===== src/hdl/srrip_ram.sv =====
`timescale 1ns / 1ps

module srrip_ram #(
   parameter int WIDTH = 2,
   parameter int DEPTH = 16,
   localparam int AW = (DEPTH > 1) ? $clog2(DEPTH) : 1
) (
   input  logic             clock,
   input  logic             wr_en,
   input  logic [AW-1:0]    wr_addr,
   input  logic [WIDTH-1:0] wr_data,
   input  logic             rd_en,
   input  logic [AW-1:0]    rd_addr,
   output logic [WIDTH-1:0] rd_data
);

   logic [WIDTH-1:0] mem_ff [DEPTH];
   logic [WIDTH-1:0] rd_data_ff;

   always_ff @(posedge clock) begin
      if (wr_en) begin
         mem_ff[wr_addr] <= wr_data;
      end
      if (rd_en) begin
         rd_data_ff <= mem_ff[rd_addr];
      end
   end

   assign rd_data = rd_data_ff;

endmodule


===== config.mk =====
export PLATFORM = sky130hd
export DESIGN_NAME = srrip_ram
export DESIGN_NICKNAME = d
export VERILOG_FILES = /design/src/hdl/srrip_ram.sv
export SDC_FILE = /design/constraint.sdc
export NUM_CORES = 1
export LEC_CHECK = 0
export BUFFER_PORTS_ARGS = -buffer_cell sky130_fd_sc_hd__buf_2
export CORE_ASPECT_RATIO = 0.7
export CORE_UTILIZATION = 30
export DETAILED_ROUTE_END_ITERATION = 10
export PLACE_DENSITY = 0.54
export SYNTH_ARGS = -nofsm -noshare
export SYNTH_HDL_FRONTEND = slang
export SYNTH_SLANG_ARGS = --single-unit

===== constraint.sdc =====
create_clock -name clock -period 1.2 [get_ports clock]
set_input_delay 0 -clock clock [delete_from_list [all_inputs] [get_ports clock]]
set_output_delay 0 -clock clock [all_outputs]
set_load 0.03 [all_outputs]

Yosys cells after proc, flatten, opt, wreduce, memory -nomap -nowiden
Memories as Yosys holds them, arrays and structs flattened. A register that Yosys moved wholly into a read port is not among the register bits. Cells that the tools add are included.

Register bits after elaboration: 0. RAM bits: 32. Input port bits: 13. Output and inout port bits: 2. Logic and storage cells: 3. Memories kept: 1.

Memories: mem_ff (depth 16, width 2, read ports 1, clocked after memory_dff 1, wr ports 1, line 17) `logic [WIDTH-1:0] mem_ff [DEPTH];`.

Multiplexer cells: 2.

Operators with widths (count): 2-to-1 mux 1 bit (2).

Longest topological paths before layout
Depth after elaboration: 2. Depth in mapped cells: 4. Depth with buffers taken out: 3.

Worst setup path before layout
OpenSTA, ideal clock, no wires.

Path type: flip-flop to flip-flop. Start point: memory mem_ff[3][1]. End point: register rd_data_ff[1] (netlist: rd_data[1]) (read register of mem_ff), data pin. Data arrival time: 1.043 ns. Slack: -0.105 ns. Cell stages (with the launch flop): 4. Cells stage by stage: edfxtp_1 -> mux4_2 -> a22oi_1 -> nand3_1.

RTL lines: from (decl) (line 17); to (decl) (line 18) `logic [WIDTH-1:0] rd_data_ff;`.

==> qor.txt <==
Clk network pwr share: 33.5%
Worst-path clk slew: 0.06 ns
Cell taking the most area after synthesis: edfxtp_1
# DRC: 0
Failing checks: negative setup slack
Comb power frac: 7.6%
Die H: 59.16 µm
Cell internal pwr: 1.809 mW
Status: finished, violations left
Antenna diode count: 0
Distinct cell type count after synthesis: 14
Hold Crit Class: in2reg
Slew Limit Headroom: 70.55%
WP data required: 1.23 ns
Crit path kind: reg2reg
Min Tclk post-route: 1.386 ns
F_max: 721.6 MHz
Leak: 0.5449 nW
CP Capture Point: rd_data[0]
Worst hold path cell count: 3
TritonCTS Buffers: 5
Post-Route WL: 2533 µm
Row count: 20
Slew @ Worst Pin: 0.4384 ns
Die ar.: 0.004948 mm²
Syn avg cell area: 17.95 µm²
# fillers: 437
Worst vdd ir: 0.5068 mV
CTS Sinks: 34
Startpoint types: register
R2R Path End: rd_data[0]
Via density: 4.803
Global-route congestion overflow total: 0
Antenna violations before repair: 0
Switch Pwr: 471.5 µW
IO Count: 15
Setup TNS: -0.3375 ns
#FFs+latches synth: 34
Most common cell after layout, fill and taps aside: edfxtp_1
Largest net degree at the start of global routing: 17
Share of cells above drive strength 1: 30.39%
First-pass GRT wire length: 3933 µm
RSZ-0062 raised after global routing: yes
Syn Inst Count: 78
Final Cell Area: 0.001647 mm²
CP Launch Point: mem_ff[3][0]
Post-route setup slack: -0.1858 ns
CTS tree: built
Drt first pass iters: 4
Most frequent cells in the layout: edfxtp_1 (34), buf_2 (14), nor2_1 (13)
Root Buffer Master: clkbuf_8
Global placer's final weighted congestion: 0.6925
Core Region: 0.004404 mm²
Final Hold Vio Count: 0
R2R depth: 3
Layout area overhead: 17.61%
Clock Skew: 0.006782 ns
Pwr per Cell Area: 1385 mW/mm²
DR iter-0 viols: 31
Dpl hpwl: 1819 µm
Nets: 115
Worst EP arrival: 1.41 ns
Share of the synthesized area in the top cell type: 72.92%
Reg2reg setup slack: -0.19 ns
Max Slew Vio Count: 0
FF-to-FF Start: mem_ff[3][0]
Starting density of the core: 31.79%
MaxCap Viol Count: 0
Placed Area: 0.001554 mm²
WL per Instance: 16.13 µm
Yosys warns: 0
Tcrit/Tclk final: 115.5%
Post-Syn Area: 0.001400 mm²
Setup violations, final: 2
Setup crit end kind: register
Sequential cell area fraction in the yosys report: 72.92%
Net Sw Frac: 20.67%
Clk_lat worst skew: 0.28 ns
Number of global-route vias before repair: 775
Reg power frac: 58.9%
Worst Path Max Fanout: 1
Postcts setup bufs: 0
Post-Syn Nets: 91
Port Buffers: 14
Tot GR Track Use: 11.44%
Synth area leaders: edfxtp_1 (73%), mux4_1 (7.5%), mux4_2 (6.4%), nor2_1 (3.5%), nand3_1 (1.8%)
Vias: 754
Place WS: -0.2137 ns
DRT antenna net count: 0
CTS Buffer Depth: 2
Die span in x: 83.65 µm
CTS H-Tree Depth: 2
[flip-flops by register name, indices dropped and copies added (netlist names)]
signal / flops
rd_data: 2
mem_ff: 32
[what timing repair did]
item	4_1_cts	5_1_grt
hold endpoints to repair	2	0
setup endpoints to repair	2	2
pin swaps	1	1
resized for setup	2	1
hold buffers	1	0
[cell type report]
| cell class | count | area, µm² | area share (%) |
|---|---|---|---|
| clock buffers | 7 | 76.32 | 4.635 |
| multi-input cells | 42 | 370.4 | 22.49 |
| flip-flops and latches | 34 | 1021 | 62.01 |
| well taps | 55 | 68.82 | 4.179 |
| repair buffers | 19 | 110.1 | 6.687 |
[synth_stat cells, drive strengths merged]
cell type / instances
nor3: 4
nand2: 3
or3b: 1
mux4: 8
nor2b: 2
nand3b: 2
a22oi: 2
edfxtp: 34
nand3: 5
clkbuf: 1
nor2: 13
buf: 1
nand2b: 2
[cells by family (layout without fill, tap and decap cells)]
logic type      count (synthesis)  in the layout  synth area share, %
simple gates                   32             32                10.99
compound gates                  2              2                1.072
flops                          34             34                72.92
mux                             8              8                13.94
buf+inv                         2             26                1.072
[critical path, cell delays in order, from the launching register on]
cell and delay (ns):
edfxtp_1 0.36, mux4_2 0.48, a22oi_2 0.18, nand3_1 0.11
[stage by stage]
step / util [%] / cells / power, mW / hold WS (ns)
floorplan: - / 78 / 1.458 / 0.09887
global placement: 35.28 / 149 / 1.530 / 0.2234
detailed placement: 35.28 / 149 / 1.534 / 0.2302
CTS: 37.27 / 157 / 2.306 / 0.08467
global route: 37.39 / 157 / 2.358 / 0.09664
finish: 37.39 / 157 / 2.281 / 0.09233
[power groups by stage]
| stage | clock [mW] | sequential (mW) | combinational, mW |
|---|---|---|---|
| after floorplan | 0 | 1.38 | 0.0784 |
| after global placement | 0 | 1.37 | 0.161 |
| after detailed placement | 0 | 1.37 | 0.166 |
| after CTS | 0.791 | 1.34 | 0.171 |
| after global routing | 0.825 | 1.35 | 0.188 |
| final | 0.765 | 1.34 | 0.173 |
[per-layer routing]
metal	GRT usage [%]	wire (µm)	up-vias
li1	-	-	356
met1	13.74	1191	372
met2	18.23	1182	23
met3	4.178	125	3
met4	6.538	34	0
met5	0	0	-
[how the worst min path moves through the flow]
stage	to	slack, ns	startpoint
after global routing	mem_ff[14][1]	0.1	wr_data[1]
after floorplan	mem_ff[0][0]	0.1	wr_data[0]
after detailed placement	rd_data[1]	0.23	rd_en
after CTS	mem_ff[13][1]	0.08	wr_data[1]
after global placement	rd_data[0]	0.22	rd_en
final	rd_data[1]	0.09	rd_addr[2]
Note: power is estimated with default switching activity, not from simulation.
