`src/hdl/srrip_pkg.sv`:
```
`timescale 1ns / 1ps

package srrip_pkg;

   localparam int DEF_NUM_SETS  = 2048;
   localparam int DEF_NUM_WAYS  = 16;
   localparam int DEF_SIG_BITS  = 12;
   localparam int DEF_ADDR_BITS = 48;

   localparam int SET_FIELD_W = 11;
   localparam int WAY_FIELD_W = 4;
   localparam int VICTIM_W    = 4;
   localparam int MAX_WAY_W   = 5;
   localparam int RRPV_W      = 2;
   localparam int CTR_W       = 2;
   localparam int CSR_IDX_W   = 1;
   localparam int CSR_DATA_W  = 2;

   localparam logic [RRPV_W-1:0] RRPV_DISTANT = 2'd3;
   localparam logic [RRPV_W-1:0] RRPV_NEAR    = 2'd1;
   localparam logic [RRPV_W-1:0] RRPV_HIT     = 2'd0;
   localparam logic [CTR_W-1:0]  CTR_MAX      = 2'd3;
   localparam logic [CTR_W-1:0]  CTR_MIN      = 2'd0;

   localparam int STRIDE_ONE = 64;
   localparam int STRIDE_TWO = 128;

   localparam logic OP_VICTIM = 1'b0;
   localparam logic OP_UPDATE = 1'b1;

   localparam logic [CSR_IDX_W-1:0] CSR_STREAM_THR = 1'b0;
   localparam logic [CSR_IDX_W-1:0] CSR_REUSE_THR  = 1'b1;

   localparam logic [CSR_DATA_W-1:0] RESET_STREAM_THR = 2'd3;
   localparam logic [CSR_DATA_W-1:0] RESET_REUSE_THR  = 2'd2;

   typedef struct packed {
      logic [MAX_WAY_W-1:0] pick;
      logic                 aging;
   } victim_type;

   typedef struct packed {
      logic             stride;
      logic [CTR_W-1:0] count;
   } stream_type;

   // Reduces a set field modulo the set count by shifted compare and subtract.
   function automatic logic [SET_FIELD_W-1:0] set_reduce(input logic [SET_FIELD_W-1:0] raw,
                                                         input int sets);
      logic [SET_FIELD_W-1:0] r;
      int unsigned            step;
      r = raw;
      for (int k = SET_FIELD_W - 1; k >= 0; k--) begin
         step = int'(sets) << k;
         if (step < (2 ** SET_FIELD_W) && 32'(r) >= step) begin
            r = r - SET_FIELD_W'(step);
         end
      end
      return r;
   endfunction

endpackage

```
`src/hdl/srrip_victim.sv`:
```
`timescale 1ns / 1ps

module srrip_victim
   import srrip_pkg::*;
#(
   parameter int NUM_WAYS = DEF_NUM_WAYS
) (
   input  logic [NUM_WAYS*RRPV_W-1:0] row,
   output logic [NUM_WAYS*RRPV_W-1:0] aged_row,
   output victim_type                 result
);

   logic [RRPV_W-1:0] top;
   logic [RRPV_W-1:0] age;
   logic              any3;
   logic              any2;
   logic              any1;
   logic              found;

   always_comb begin
      any3 = 1'b0;
      any2 = 1'b0;
      any1 = 1'b0;
      for (int w = 0; w < NUM_WAYS; w++) begin
         any3 = any3 | (row[w*RRPV_W +: RRPV_W] == 2'd3);
         any2 = any2 | (row[w*RRPV_W +: RRPV_W] == 2'd2);
         any1 = any1 | (row[w*RRPV_W +: RRPV_W] == 2'd1);
      end
      top = any3 ? 2'd3 : (any2 ? 2'd2 : (any1 ? 2'd1 : 2'd0));
      age = RRPV_DISTANT - top;

      found       = 1'b0;
      result.pick = '0;
      for (int w = 0; w < NUM_WAYS; w++) begin
         aged_row[w*RRPV_W +: RRPV_W] = row[w*RRPV_W +: RRPV_W] + age;
         if (!found && row[w*RRPV_W +: RRPV_W] == top) begin
            found       = 1'b1;
            result.pick = MAX_WAY_W'(w);
         end
      end
      result.aging = (top != RRPV_DISTANT);
   end

endmodule

```
`config.mk`:
```
export PLATFORM = sky130hd
export DESIGN_NAME = srrip_victim
export DESIGN_NICKNAME = d
export VERILOG_FILES = /design/src/hdl/srrip_pkg.sv /design/src/hdl/srrip_victim.sv
export SDC_FILE = /design/constraint.sdc
export NUM_CORES = 1
export LEC_CHECK = 0
export BUFFER_PORTS_ARGS = -buffer_cell sky130_fd_sc_hd__buf_2
export CORE_ASPECT_RATIO = 0.9
export CORE_UTILIZATION = 45
export DETAILED_ROUTE_END_ITERATION = 16
export PLACE_DENSITY = 0.84
export RECOVER_POWER = 50
export SYNTH_ARGS = -nofsm -noshare
export SYNTH_HDL_FRONTEND = slang
export SYNTH_SLANG_ARGS = --single-unit
```
`constraint.sdc`:
```
create_clock -name vclk -period 3.35
set_clock_uncertainty 0.1 [all_clocks]
set_input_delay 0.1675 -clock vclk [all_inputs]
set_output_delay 0.1675 -clock vclk [all_outputs]
set_load 0.05 [all_outputs]
```
Word level (Yosys, flattened, before mapping)
Index checks and enable logic that the tools add are counted.

Add/subtract/negate cells: 17. Equality and inequality tests: 65. Multiplexer cells: 33. Bitwise operators: 45. Reductions and logical operators: 30.

Operators with widths (number): $eq A2 B2 Y1 const B (32); $mux W5 (12); $or A1 B1 Y1 (45); $add A2 B2 Y2 (16); $eq A2 B1 Y1 const B (16); $eq A2 B2 Y1 (16); $mux W1 (17); $logic_and A1 B1 Y1 (15); $logic_not A1 Y1 (15); $mux W2 (4); $ne A2 B2 Y1 const B (1); $sub A2 B2 Y2 const A (1).

Register bits: 0. Output and inout port bits: 38.

Logic depth before layout (Yosys ltp)
Depth in word-level cells: 66. Depth in mapped cells: 10. Mapped depth without buffers: 10.

Worst setup path before layout
No wires, ideal clock.

Path kind: input port to output port. From: input row[13]. To: output result[1] in the netlist's numbering. Arrival: 4599 ps. Data required time: 3082 ps. Slack: -1517 ps. Stages on the path: 9. Buffers on the path: 0. Path through: a22o_1 a221oi_1 and4_1 a21boi_0 ha_1 o21ai_1 nand2_1 nand4b_1 o32ai_1.

RTL lines: start: declaration (RTL line srrip_victim.sv:8) `input logic [NUM_WAYS*RRPV_W-1:0] row,`; end: declaration (RTL line srrip_victim.sv:10) `output victim_type result`.

==> metrics.txt <==
share of cells above drive strength 1=a little under two fifths; post-route cell area=0.00156 mm^2; Seq/Total Area, Yosys=0%; Vias=between 1k and 1.5k; CTS Hold Bufs=0; Cell Area, Placed=between 0.0015 and 0.002 mm^2; die area=0.00263 mm^2; Net Count, Synth=201; top cell type's share of synthesized area=~18%; crit-path most repeated cell=buf_2; Rows=16; Slew Limit Fails=0; WL/cell=around 14 um; worst vdd ir=114 uV; Tmin final=3.19 ns; crit-path cells=buf_2, nor2b_1, a2111o_1, nor4_4, a21boi_4, buf_4, ha_1, o21ai_1, a211oi_2, o211ai_1, a311oi_4, buf_2; P per Cell Area=183 mW/mm^2; largest area contributor in the netlist=ha_1; Setup Viol. Count Final=0; Hold Crit Endpoint=aged_row[25]; GP Congestion=approximately 0.84; Layout fillers=204; Worst EP required=just over 3 ns; most numerous cell in the Yosys netlist=nor2_1; Nets=approximately 270; PortBufs=a little under 70; status=complete, no violations; Cell Count, Final, Fillers Out=around 250; DR DRC count=0; CP max-delay cell=a2111o_1; core area=between 0.002 and 0.0025 mm^2; CP peak stage delay=approximately 0.42 ns; Starting Density=just under 50%; kind of critical path=input port to primary output; Ports=70; final hold viol count=0; gr ovfl total=0; Register Area=0 um^2; DP HPWL=2910 um; crit path max fanout=11; Max-slew headroom=60.9%; Post-Syn Area=between 0.001 and 0.0015 mm^2; Area Growth Syn to Fin=43.1%; worst-margin pin slew=between 0.5 and 0.6 ns; crit end category=primary output; post-DR vias/cell=roughly 5.8; ranking of synthesized cells by area=ha_1 (18%), xnor2_1 (13%), nor2_1 (6.5%); DRT antenna net count=0; Worst Path Buf+Inv=3; seq_cells=0; mean area per synthesized cell=approximately 7 um^2; Synth cell types=39; Hold WC Path Type=input port to primary output; Cells after Synth=approximately 150; clock buffers=0; total track usage=between 20% and 30%; Tcrit/Tclk final=between 90% and 100%; hold path startpoint=row[25]; initial antenna violation count=0; drt pass-1 iters=4; ANT cells=0; Iter 0 DRT Violations=62; Levels on crit path=12; aggregate routed wire length=~3500 um; Data arrival, critical path=just under 3 ns; Max Clk Rate=between 0.3 and 0.4 GHz; Pleak=0.787 nW; Hold Path Cell Cnt=4; Synthesis Warnings=0; CP Launch Type=input port; max-capacitance violation count=0; post-placement cell count=between 200 and 250; first-pass GRT wire length=between 5000 and 6000 um; crit-path leading delay family=compound AO/OA/AOI/OAI gates; vias in the first global route=1307; synth cell count leaders=nor2_1 (19), ha_1 (16), inv_1 (16), xnor2_1 (16), o21ai_0 (10); Vert. Die Dim=48.7 um; Die W=between 50 and 60 um; largest net degree at the start of global routing=21
power by group:
| group | internal, mW | total, mW | switching, mW |
|---|---|---|---|
| logic | 0.0895 | 0.286 | 0.197 |
| registers | 0 | 0 | 0 |
| clock network | 0 | 0 | 0 |
| total | 0.0895 | 0.286 | 0.197 |
how the worst max path moves through the flow:
| stage | slack [ns] | end | start |
|---|---|---|---|
| 6_report | 0.16 | result[2] | row[1] |
| 5_1_grt | -0.004 | result[1] | row[13] |
| 4_1_cts | 0.14 | result[1] | row[3] |
| 3_5_place_dp | 0.13 | result[1] | row[3] |
| 3_3_place_gp | 0.17 | result[2] | row[1] |
| 2_1_floorplan | 0.003 | result[1] | row[13] |
through the flow:
| step | setup slack [ns] | total power, mW | TNS [ns] | hold slack, ns | util (%) |
|---|---|---|---|---|---|
| 6_report | 0.158 | 0.286 | 0 | 0.724 | 69.7 |
| 4_1_cts | 0.138 | 0.282 | 0 | 0.723 | 68.1 |
| 3_5_place_dp | 0.130 | 0.282 | 0 | 0.722 | 68.1 |
| 3_3_place_gp | 0.171 | 0.280 | 0 | 0.709 | 68.1 |
| 5_1_grt | -0.00385 | 0.306 | -0.00385 | 0.755 | 69.7 |
| 2_1_floorplan | 0.00328 | 0.207 | 0 | 0.525 | - |
logic make-up after synthesis:
kind of cell | Yosys count | synth area share (%)
adders and majority gates | 16 | 18.3
xor gates and xnor gates | 16 | 12.8
AOI/OAI and AO/OA | 53 | 35.4
buffers and inverters | 21 | 9.74
and+or+nand+nor | 46 | 23.4
other | 1 | 0.343
cell usage in the layout, fill, tap and decap left out, types with 5 or more instances in the layout:
cell type and count:
a221oi_1 6, buf_4 5, nor2_1 18, or2b_1 8, o22ai_1 6, o21ai_0 10
buf_2 68, o21a_1 7, o21ai_1 5, ha_1 16, xnor2_1 16, inv_1 16
final cells by class:
| cell class | instances | area (um^2) | area share [%] |
|---|---|---|---|
| tap | 27 | 33.8 | 2.16 |
| multi-input combinational | 132 | 1050 | 67.0 |
| inverter | 16 | 60.1 | 3.84 |
| timing repair buffer | 76 | 422 | 27.0 |
worst min-delay path: stages:
cell and delay, ns:
buf_2 0.12, nor2_1 0.06, xnor2_1 0.11, buf_2 0.20
per-layer routing:
metal / part of all wire, % / global-route usage, % / wire length [um]
met5: 0 / 0 / 0
met1: 44 / 42.1 / 1560
met3: 8.0 / 0.629 / 282
met4: 0.17 / 0.439 / 6
met2: 48 / 46.1 / 1680
repair_timing:
action / 4_1_cts / 5_1_grt
setup endpoints to repair: 0 / 2
resized for setup: 0 / 1
setup buffers: 0 / 2
No activity file was read; power rests on OpenSTA's default activity.
