$ cat src/hdl/srrip_pkg.sv
`timescale 1ns / 1ps

package srrip_pkg;

   localparam int DEF_NUM_SETS  = 2048;
   localparam int DEF_NUM_WAYS  = 16;
   localparam int DEF_SIG_BITS  = 12;
   localparam int DEF_ADDR_BITS = 48;

   localparam int SET_FIELD_W = 11;
   localparam int WAY_FIELD_W = 4;
   localparam int VICTIM_W    = 4;
   localparam int MAX_WAY_W   = 5;
   localparam int RRPV_W      = 2;
   localparam int CTR_W       = 2;
   localparam int CSR_IDX_W   = 1;
   localparam int CSR_DATA_W  = 2;

   localparam logic [RRPV_W-1:0] RRPV_DISTANT = 2'd3;
   localparam logic [RRPV_W-1:0] RRPV_NEAR    = 2'd1;
   localparam logic [RRPV_W-1:0] RRPV_HIT     = 2'd0;
   localparam logic [CTR_W-1:0]  CTR_MAX      = 2'd3;
   localparam logic [CTR_W-1:0]  CTR_MIN      = 2'd0;

   localparam int STRIDE_ONE = 64;
   localparam int STRIDE_TWO = 128;

   localparam logic OP_VICTIM = 1'b0;
   localparam logic OP_UPDATE = 1'b1;

   localparam logic [CSR_IDX_W-1:0] CSR_STREAM_THR = 1'b0;
   localparam logic [CSR_IDX_W-1:0] CSR_REUSE_THR  = 1'b1;

   localparam logic [CSR_DATA_W-1:0] RESET_STREAM_THR = 2'd3;
   localparam logic [CSR_DATA_W-1:0] RESET_REUSE_THR  = 2'd2;

   typedef struct packed {
      logic [MAX_WAY_W-1:0] pick;
      logic                 aging;
   } victim_type;

   typedef struct packed {
      logic             stride;
      logic [CTR_W-1:0] count;
   } stream_type;

   // Reduces a set field modulo the set count by shifted compare and subtract.
   function automatic logic [SET_FIELD_W-1:0] set_reduce(input logic [SET_FIELD_W-1:0] raw,
                                                         input int sets);
      logic [SET_FIELD_W-1:0] r;
      int unsigned            step;
      r = raw;
      for (int k = SET_FIELD_W - 1; k >= 0; k--) begin
         step = int'(sets) << k;
         if (step < (2 ** SET_FIELD_W) && 32'(r) >= step) begin
            r = r - SET_FIELD_W'(step);
         end
      end
      return r;
   endfunction

endpackage

$ cat src/hdl/srrip_stream.sv
`timescale 1ns / 1ps

module srrip_stream
   import srrip_pkg::*;
#(
   parameter int ADDR_BITS = DEF_ADDR_BITS
) (
   input  logic [ADDR_BITS-1:0] addr,
   input  logic [ADDR_BITS-1:0] last,
   input  logic [CTR_W-1:0]     count,
   output stream_type           result
);

   localparam int DW = ADDR_BITS + 1;
   localparam logic [DW-1:0] POS_ONE = DW'(STRIDE_ONE);
   localparam logic [DW-1:0] POS_TWO = DW'(STRIDE_TWO);
   localparam logic [DW-1:0] NEG_ONE = DW'(0) - POS_ONE;
   localparam logic [DW-1:0] NEG_TWO = DW'(0) - POS_TWO;

   logic [DW-1:0] diff;

   always_comb begin
      diff = {1'b0, addr} - {1'b0, last};
      result.stride = (last != '0) &&
                      (diff == POS_ONE || diff == NEG_ONE || diff == POS_TWO || diff == NEG_TWO);
      if (result.stride) begin
         result.count = (count == CTR_MAX) ? CTR_MAX : count + 2'd1;
      end else begin
         result.count = (count == CTR_MIN) ? CTR_MIN : count - 2'd1;
      end
   end

endmodule

$ cat config.mk
export PLATFORM = sky130hd
export DESIGN_NAME = srrip_stream
export DESIGN_NICKNAME = d
export VERILOG_FILES = /design/src/hdl/srrip_pkg.sv /design/src/hdl/srrip_stream.sv
export SDC_FILE = /design/constraint.sdc
export NUM_CORES = 1
export LEC_CHECK = 0
export BUFFER_PORTS_ARGS = -buffer_cell sky130_fd_sc_hd__buf_4
export CAP_MARGIN = 20
export CORE_UTILIZATION = 30
export DETAILED_ROUTE_END_ITERATION = 12
export SLEW_MARGIN = 20
export SYNTH_ARGS = -nofsm -noshare
export SYNTH_HDL_FRONTEND = slang
export SYNTH_SLANG_ARGS = --single-unit
$ cat constraint.sdc
create_clock -name vclk -period 9
set_clock_uncertainty 0.15 [all_clocks]
set_input_delay 1.35 -clock vclk [all_inputs]
set_output_delay 1.35 -clock vclk [all_outputs]
set_load 0.02 [all_outputs]
## Word level (Yosys, flattened, before mapping)

Index checks and enable logic that the tools add are counted.

- Register bits: 0
- Input port bits: 98
- Output and inout port bits: 3
- Logic and storage cells: 17

- Add/sub/neg operators: 3
- Equality and inequality tests: 5
- Mux-type cells: 3
- Reductions and logical operators: 6

Operators with widths:

| operator | number |
|---|---|
| 49-bit == test, second input constant | 2 |
| 49-bit by 7-bit == test with 1-bit output, second input constant | 1 |
| 49-bit by 8-bit == test with 1-bit output, second input constant | 1 |
| 48-bit by 48-bit subtractor with 49-bit output | 1 |
| 48-bit nonzero test | 1 |
| 2-bit two-way mux | 3 |
| 1-bit logical OR | 3 |
| 2-bit by 1-bit adder with 2-bit output, second input constant | 1 |
| 2-bit == test, second input constant | 1 |
| 2-bit logical NOT | 1 |
| 2-bit by 1-bit subtractor with 2-bit output, second input constant | 1 |
| 1-bit logical AND | 1 |

## Logic depth before layout (Yosys ltp)

Gate-level depths: netlist of the first run.

- Depth after elaboration: 7
- Gate-level depth with buffers: 15
- Depth with buffers taken out: 14

## Worst setup path after synthesis of the first run

No wires, ideal clock.

- Path kind: input to output
- Start point: input last[7]
- End point: output result[0] (netlist bit)
- Arrival: 4.405 ns
- Required time: 7.500 ns
- Path slack: 3.095 ns
- Stages on the path: 15
- Path buffers: 1
- Cells stage by stage: inv_1 -> ha_1 -> buf_6 -> a21o_1 -> o21bai_1 -> a21o_1 -> o31a_2 -> nor2_2 -> o21ai_1 -> xnor2_1 -> nand4b_1 -> nor4b_2 -> nand3_1 -> o311ai_4 -> maj3_1

RTL lines:

| element | line | source |
|---|---|---|
| start, declared | srrip_stream.sv:9 | `input logic [ADDR_BITS-1:0] last,` |
| end, declared | srrip_stream.sv:11 | `output stream_type result` |

==> flow_summary_export.csv, run 1 <==
group,metric,value,unit
outcome,status,"finished clean",
final_layout,diodes,0,
timing,layout_setup_ws,2.30,ns
final_layout,nets,822,
worst_setup_path,crit_required,7.50,ns
global_routing,grt_usage,0.219,
worst_hold_path,hold_class,"primary input to output pin",
detailed_routing,num_vias,4761,
timing,timing.fmax,149,MHz
detailed_routing,wl_per_cell,17.4,um
worst_setup_path,cp-end-kind,"output pin",
final_layout,utilization,0.385,
timing,finalHoldViolations,0,
cts,post-cts-setup-buffer-count,0,
timing,rsz0062_at_grt,"no",
global_routing,grt_pass1_vias,4408,
die,die-height,115,um
power,peakVddDrop,0.0246,mV
logic_synthesis,synthCells,590,
place,place_inst,842,
cts,hold_buffers,0,
place,detailedPlace.worstSlack,2.35,ns
die,num_io_pins,101,
timing,drv_slew,0,
worst_setup_path,arrival,5.20,ns
timing,final.setup.tns,0,ns
power,power.leakage,2.19,nW
worst_setup_path,start_kind,"primary input",
final_layout,final_cell_area,0.00471,sq mm
power,power_per_cell_area,70.8,mW/mm^2
logic_synthesis,synth.distinct_cells,70,
detailed_routing,wl_met3,1.03,mm
worst_hold_path,hold_depth,3,
timing,period_needed,6.70,ns
final_layout,areaGrowthSynthToFinish,23.2,%
place,gp_congestion,0.969,
logic_synthesis,synth_fp_nets,736,
die,floorplan.initialDensity,0.313,
detailed_routing,drt_iter0_markers,396,
timing,setup_viol,0,
worst_hold_path,hp-start,"count[0]",
detailed_routing,drt-met1-wl,7.28,mm
logic_synthesis,syn_avg_cell_area,6.47,sq um
logic_synthesis,ys_warn_count,0,
timing,timing.final.crit_share,0.744,
logic_synthesis,ys_seq_area_frac,0,
global_routing,grt_max_degree,11,
timing,max-slew-margin-rel,0.409,
global_routing,grt_antenna_before_repair,0,
detailed_routing,drt_pass1_iterations,5,
final_layout,regArea,0,sq um
detailed_routing,routed_wirelength,14.7,mm
job,maxCapViolations,0,
power,power,0.333,mW
final_layout,instances_no_fill,842,
final_layout,drive_gt1_frac,0.191,
global_routing,grt_pass1_wl,22.9,mm
die,fp.dieW,115,um
timing,worst_pin_slew,0.875,ns
logic_synthesis,syn_area,0.00382,sq mm
place,portBuffers,101,
global_routing,grt_overflow,0,
timing,fin_hold_ws,2.90,ns
detailed_routing,drtAntennaViolNets,0,
detailed_routing,vias_per_cell,5.65,
detailed_routing,wl_met2,6.30,mm
die,rows,40,
detailed_routing,highest_layer,"met4",
place,dpl-instance-area,0.00471,sq mm
worst_hold_path,holdPathEnd,"result[1]",
place,place_hpwl,13.0,mm
worst_setup_path,crit_fanout,7,
worst_setup_path,worstSetupPathType,"primary input to output pin",
detailed_routing,drcViolationCount,0,
die,die-area,0.0132,sq mm
final_layout,clock_buffers,0,
cts,cts_resized,0,
die,core,0.0122,sq mm
final_layout,seq_cell_count,0,
area by class of cell:
cell class | count | area (sq um)
timing repair buffer | 101 | 758
fill | 1354 | 7510
multi-input combinational | 509 | 3500
inverter | 64 | 240
tap | 168 | 210
Yosys cell counts (2+ instances only):
cell type	count	share of area
clkbuf_2	2	0.0026
o31a_1	2	0.0046
and3_1	9	0.015
o211ai_1	6	0.012
a21oi_2	7	0.016
buf_2	7	0.0092
nor2_1	46	0.045
o31ai_1	5	0.0098
nor2b_1	2	0.0033
o21a_1	6	0.012
clkbuf_1	7	0.0069
o21bai_1	6	0.012
a21bo_2	2	0.0052
or3_1	2	0.0033
nand3_1	17	0.022
xnor2_1	19	0.044
a21oi_1	48	0.063
a21o_1	20	0.039
nand2_1	54	0.053
xor2_1	16	0.037
a31oi_1	2	0.0033
o221ai_1	2	0.0046
and2_1	9	0.015
a211oi_1	11	0.022
a211o_1	3	0.0069
nor3_1	18	0.024
a2111oi_0	3	0.0069
o21ai_1	6	0.0079
nand4_1	25	0.041
o2111ai_1	2	0.0046
ha_1	48	0.16
and4_1	3	0.0069
o41ai_1	2	0.0046
mux2i_1	2	0.0052
o21ai_0	34	0.045
nor3b_1	3	0.0059
a41o_1	2	0.0052
nor4_1	25	0.041
a211oi_2	2	0.0065
a21boi_0	4	0.0079
or2_2	4	0.0065
maj3_1	2	0.0052
a41oi_2	2	0.0085
inv_1	64	0.063
nand2b_1	4	0.0065
worst max-delay path: stages:
cell       delay, ns
buf_4           0.11
ha_1            0.41
a21oi_1         0.38
o21ai_0         0.28
a21oi_1         0.29
o2111ai_1       0.17
a2111oi_0       0.34
nand4_1         0.16
nor4_1          0.40
nand4_1         0.17
nor4_1          0.41
o2111ai_1       0.23
o311ai_4        0.13
maj3_1          0.24
buf_4           0.13
worst max-delay path by stage:
| stage | start | end | slack [ns] | depth (start not counted) |
|---|---|---|---|---|
| after CTS | addr[19] | result[0] | 2.34 | 15 |
| final | addr[19] | result[0] | 2.30 | 15 |
| after global placement | addr[19] | result[1] | 2.33 | 15 |
| after detailed placement | addr[19] | result[0] | 2.35 | 15 |
| after global routing | last[16] | result[1] | 2.15 | 16 |
| after floorplan | last[7] | result[0] | 3.09 | 15 |
layer usage:
metal | vias up | track usage
li1 | 2380 | -
met1 | 2194 | 0.340
met2 | 181 | 0.345
met3 | 6 | 0.00791
met4 | 0 | 0.0121
met5 | - | 0
logic make-up (layout without fill, tap and decap cells):
logic type / Yosys count / after routing / synth area share
AO/OA/AOI/OAI: 188 / 188 / 0.337
adder cells (fa/ha/maj): 50 / 50 / 0.162
XOR/XNOR: 35 / 35 / 0.0802
AND/OR/NAND/NOR: 234 / 234 / 0.330
buffers and inverters: 81 / 165 / 0.0845
multiplexers: 2 / 2 / 0.00524
where the power goes:
part | leakage [nW] | switching [mW] | internal [mW]
combinational | 2.19 | 0.199 | 0.134
clock | 0 | 0 | 0
sequential | 0 | 0 | 0
total | 2.19 | 0.199 | 0.134
cell usage in the layout (no fill, tap or decap), types with 7 or more instances in the layout:
cell	n
xnor2_1	19
nor2_1	46
ha_1	48
a211oi_1	11
a21oi_1	48
and3_1	9
nor4_1	25
and2_1	9
a21oi_2	7
nand2_1	54
a21o_1	20
nand3_1	17
buf_4	101
xor2_1	16
o21ai_0	34
nand4_1	25
nor3_1	18
inv_1	64
(Power assumes the default switching activity.)
==> inputs of run 2 (changes only) <==
==> constraint.sdc (replaced) <==
create_clock -name vclk -period 6.02
set_clock_uncertainty 0.15 [all_clocks]
set_input_delay 0.903 -clock vclk [all_inputs]
set_output_delay 0.903 -clock vclk [all_outputs]
set_load 0.02 [all_outputs]
==> flow_summary_export.csv, run 2 (synthesized netlist as in run 1, its figures left out) <==
group,metric,value,unit
cts,hold_buffers,0,
global_routing,grt_antenna_before_repair,0,
worst_setup_path,critPathLaunch,"addr[27]",
global_routing,grt_overflow,0,
final_layout,instances_no_fill,850,
job,maxCapViolations,0,
final_layout,areaGrowthSynthToFinish,24.8,%
detailed_routing,wl_per_cell,17.3,um
timing,final.setup.tns,0,ns
place,place_inst,850,
die,floorplan.initialDensity,0.313,
power,power_frac_clock,0,
global_routing,grt_pass1_wl,22.7,mm
power,power_per_cell_area,105,mW/mm^2
final_layout,seq_cell_count,0,
worst_setup_path,start_kind,"primary input",
detailed_routing,drt_iter0_markers,489,
final_layout,regArea,0,sq um
die,num_io_pins,101,
power,power_frac_comb,1.000,
final_layout,clock_buffers,0,
timing,timing.fmax,174,MHz
power,p_switching,0.295,mW
worst_setup_path,arrival,4.71,ns
power,p_seq_frac,0,
power,switching_share,0.588,
worst_setup_path,crit_required,4.97,ns
global_routing,grt_usage,0.216,
place,place_hpwl,12.9,mm
final_layout,nets,830,
timing,fin_hold_ws,2.02,ns
timing,setup_viol,0,
timing,finalHoldViolations,0,
worst_setup_path,worstSetupPathType,"primary input to output pin",
place,portBuffers,101,
die,rows,40,
timing,timing.final.crit_share,0.957,
worst_setup_path,crit_fanout,5,
worst_setup_path,cp-end-kind,"output pin",
final_layout,diodes,0,
cts,post-cts-setup-buffer-count,0,
die,die-area,0.0132,sq mm
detailed_routing,drtAntennaViolNets,0,
outcome,status,"finished clean",
power,peakVddDrop,0.0357,mV
timing,drv_slew,0,
place,gp_congestion,0.952,
global_routing,grt_pass1_vias,4423,
final_layout,layout_common_cells,"buf_4, inv_1, nand2_1, a21oi_1, ha_1",
detailed_routing,num_vias,4833,
die,core,0.0122,sq mm
timing,max-slew-margin-rel,0.396,
final_layout,layout_commonest_cell,"buf_4",
detailed_routing,drcViolationCount,0,
worst_hold_path,hp-start,"count[0]",
detailed_routing,routed_wirelength,14.7,mm
die,fp.dieW,115,um
die,die-height,115,um
global_routing,grt_max_degree,11,
power,p_int,0.207,mW
detailed_routing,vias_per_cell,5.69,
cts,cts_resized,0,
power,power.leakage,2.23,nW
final_layout,drive_gt1_frac,0.201,
timing,period_needed,5.76,ns
timing,rsz0062_at_grt,"no",
detailed_routing,drt_pass1_iterations,5,
timing,worst_pin_slew,0.895,ns
worst_hold_path,hold_class,"primary input to output pin",
==> run 2: worst max-delay path, cell delays in order <==
cell and delay [ns]:
buf_4 0.11, ha_1 0.37, a21oi_1 0.24, o21ai_0 0.25
nand2_1 0.15, o211ai_1 0.28, a2111oi_0 0.59, nand4_1 0.17
nor4_1 0.37, nand4_1 0.18, nor4_1 0.36, o2111ai_1 0.21
o311ai_4 0.14, maj3_1 0.24, buf_4 0.14
==> run 2: final cells by class <==
class / count / area (sq um)
Fill cell: 1362 / 7450
Inverter: 64 / 240
Multi-Input combinational cell: 509 / 3500
Tap cell: 168 / 210
Timing Repair Buffer: 109 / 818
==> run 2: metrics by stage <==
stage / area [sq um] / total power [mW] / setup WS, ns / util
floorplan: 3820 / 0.330 / 1.01 / -
global placement: 4770 / 0.495 / 0.357 / 0.390
detailed placement: 4770 / 0.491 / 0.390 / 0.390
CTS: 4770 / 0.494 / 0.390 / 0.390
global route: 4770 / 0.549 / 0.0358 / 0.390
finish: 4770 / 0.502 / 0.259 / 0.390
==> run 2: power groups by stage <==
stage	registers [mW]	logic, mW	clock network [mW]
finish	0	0.502	0
global route	0	0.549	0
global placement	0	0.495	0
detailed placement	0	0.491	0
floorplan	0	0.330	0
CTS	0	0.494	0
==> run 2: layer usage <==
metal,GRT usage,vias to the layer above,share of wire
met2,0.343,178,0.42
met1,0.331,2257,0.50
met3,0.0163,6,0.072
met5,0,-,0
li1,-,2392,-
met4,0.00866,0,0.0058
==> run 2: worst paths after layout <==
kind	to	cells after the start
min	result[1]	3
max	result[0]	15
==> inputs of run 3 (changes only) <==
--- a/config.mk
+++ b/config.mk
@@ -7,6 +7,7 @@
 export LEC_CHECK = 0
 export BUFFER_PORTS_ARGS = -buffer_cell sky130_fd_sc_hd__buf_4
 export CAP_MARGIN = 20
+export CORE_MARGIN = 2
 export CORE_UTILIZATION = 30
 export DETAILED_ROUTE_END_ITERATION = 12
 export SLEW_MARGIN = 20
==> flow_summary_export.csv, run 3 (synthesized netlist as in run 1, its figures left out) <==
group,metric,value,unit
outcome,status,"finished clean",
timing,drv_slew,0,
power,power.leakage,2.22,nW
die,die-area,0.0137,sq mm
cts,hold_buffers,0,
job,maxCapViolations,0,
power,p_switching,0.299,mW
detailed_routing,vias_per_cell,5.64,
place,gp_congestion,0.968,
worst_setup_path,cp.buffers_inverters,3,
worst_setup_path,cp_cell_sequence,"buf_4 -> inv_1 -> ha_1 -> o21ai_0 -> o211ai_1 -> a211oi_1 -> a211oi_1 -> mux2i_1 -> o41ai_1 -> nor4_1 -> nand4_1 -> nor4_1 -> o2111ai_1 -> o311ai_4 -> maj3_1 -> buf_4",
global_routing,grt_overflow,0,
place,portBuffers,101,
worst_setup_path,critPathLaunch,"last[30]",
worst_setup_path,crit_fanout,7,
final_layout,layout_common_cells,"buf_4, inv_1, nand2_1, a21oi_1, ha_1",
detailed_routing,wl_per_cell,16.9,um
worst_setup_path,critPathTopFamily,"compound AO/OA/AOI/OAI gates",
detailed_routing,num_vias,4809,
final_layout,regArea,0,sq um
worst_setup_path,slowest_delay,0.52,ns
die,fp.dieW,117,um
final_layout,drive_gt1_frac,0.199,
die,floorplan.initialDensity,0.305,
timing,finalHoldViolations,0,
timing,period_needed,5.61,ns
worst_setup_path,crit_required,4.97,ns
worst_setup_path,worstSetupPathType,"primary input to output pin",
global_routing,grt_pass1_wl,22.4,mm
power,power_frac_comb,1.000,
detailed_routing,drt_pass1_iterations,5,
global_routing,grt_antenna_before_repair,0,
global_routing,grt_usage,0.205,
timing,timing.final.crit_share,0.932,
worst_hold_path,hold_class,"primary input to output pin",
power,power_per_cell_area,106,mW/mm^2
global_routing,grt_pass1_vias,4403,
timing,worst_pin_slew,0.749,ns
cts,post-cts-setup-buffer-count,0,
detailed_routing,routed_wirelength,14.4,mm
global_routing,grt_max_degree,11,
final_layout,diodes,0,
power,p_seq_frac,0,
worst_setup_path,arrival,4.56,ns
timing,fin_hold_ws,2.01,ns
power,p_int,0.206,mW
timing,final.setup.tns,0,ns
die,rows,41,
worst_setup_path,cp_num_cells,16,
final_layout,nets,828,
power,power_frac_clock,0,
timing,max-slew-margin-rel,0.496,
worst_setup_path,cp-end-kind,"output pin",
timing,timing.fmax,178,MHz
timing,rsz0062_at_grt,"no",
detailed_routing,drt_iter0_markers,405,
power,peakVddDrop,0.0405,mV
die,num_io_pins,101,
final_layout,clock_buffers,0,
cts,cts_resized,0,
worst_setup_path,crit_path_end,"result[1]",
detailed_routing,drcViolationCount,0,
die,core,0.0125,sq mm
worst_setup_path,start_kind,"primary input",
final_layout,areaGrowthSynthToFinish,24.5,%
worst_setup_path,critPathSlowestCell,"a211oi_1",
final_layout,seq_cell_count,0,
detailed_routing,drtAntennaViolNets,0,
final_layout,layout_commonest_cell,"buf_4",
die,die-height,117,um
power,switching_share,0.592,
timing,setup_viol,0,
place,place_hpwl,12.8,mm
==> run 3: worst min-delay path by stage <==
stage               cells past startpoint         to  slack (ns)  startpoint
finish                                  3  result[0]        2.01    count[1]
global route                            3  result[0]        2.03    count[1]
CTS                                     3  result[0]        2.02    count[1]
detailed placement                      3  result[0]        2.02    count[1]
global placement                        3  result[1]        2.01    count[0]
floorplan                               1  result[1]        1.90    count[0]
==> run 3: layer usage <==
| layer | track usage | vias up | share of wire |
|---|---|---|---|
| li1 | - | 2386 | - |
| met4 | 0.0149 | 0 | 0.0093 |
| met2 | 0.345 | 194 | 0.44 |
| met5 | 0 | - | 0 |
| met1 | 0.302 | 2221 | 0.48 |
| met3 | 0.00927 | 8 | 0.070 |
==> run 3: final cells by class <==
| type | instances | area, sq um |
|---|---|---|
| Fill cell | 1434 | 7760 |
| Multi-Input combinational cell | 509 | 3500 |
| Timing Repair Buffer | 107 | 803 |
| Inverter | 64 | 240 |
| Tap cell | 172 | 215 |
==> run 3: power groups by stage <==
stage               clock network (mW)  logic, mW  registers (mW)
floorplan                            0      0.330               0
global placement                     0      0.498               0
detailed placement                   0      0.493               0
CTS                                  0      0.497               0
global route                         0      0.549               0
finish                               0      0.504               0
==> run 3: stage by stage <==
step | power (mW) | setup slack (ns) | cell area, sq um | cells | util
after floorplan | 0.330 | 1.01 | 3820 | 590 | -
after global placement | 0.498 | 0.534 | 4760 | 852 | 0.380
after detailed placement | 0.493 | 0.539 | 4760 | 852 | 0.380
after CTS | 0.497 | 0.497 | 4760 | 852 | 0.380
after global routing | 0.549 | 0.0421 | 4760 | 852 | 0.380
final | 0.504 | 0.411 | 4760 | 852 | 0.380
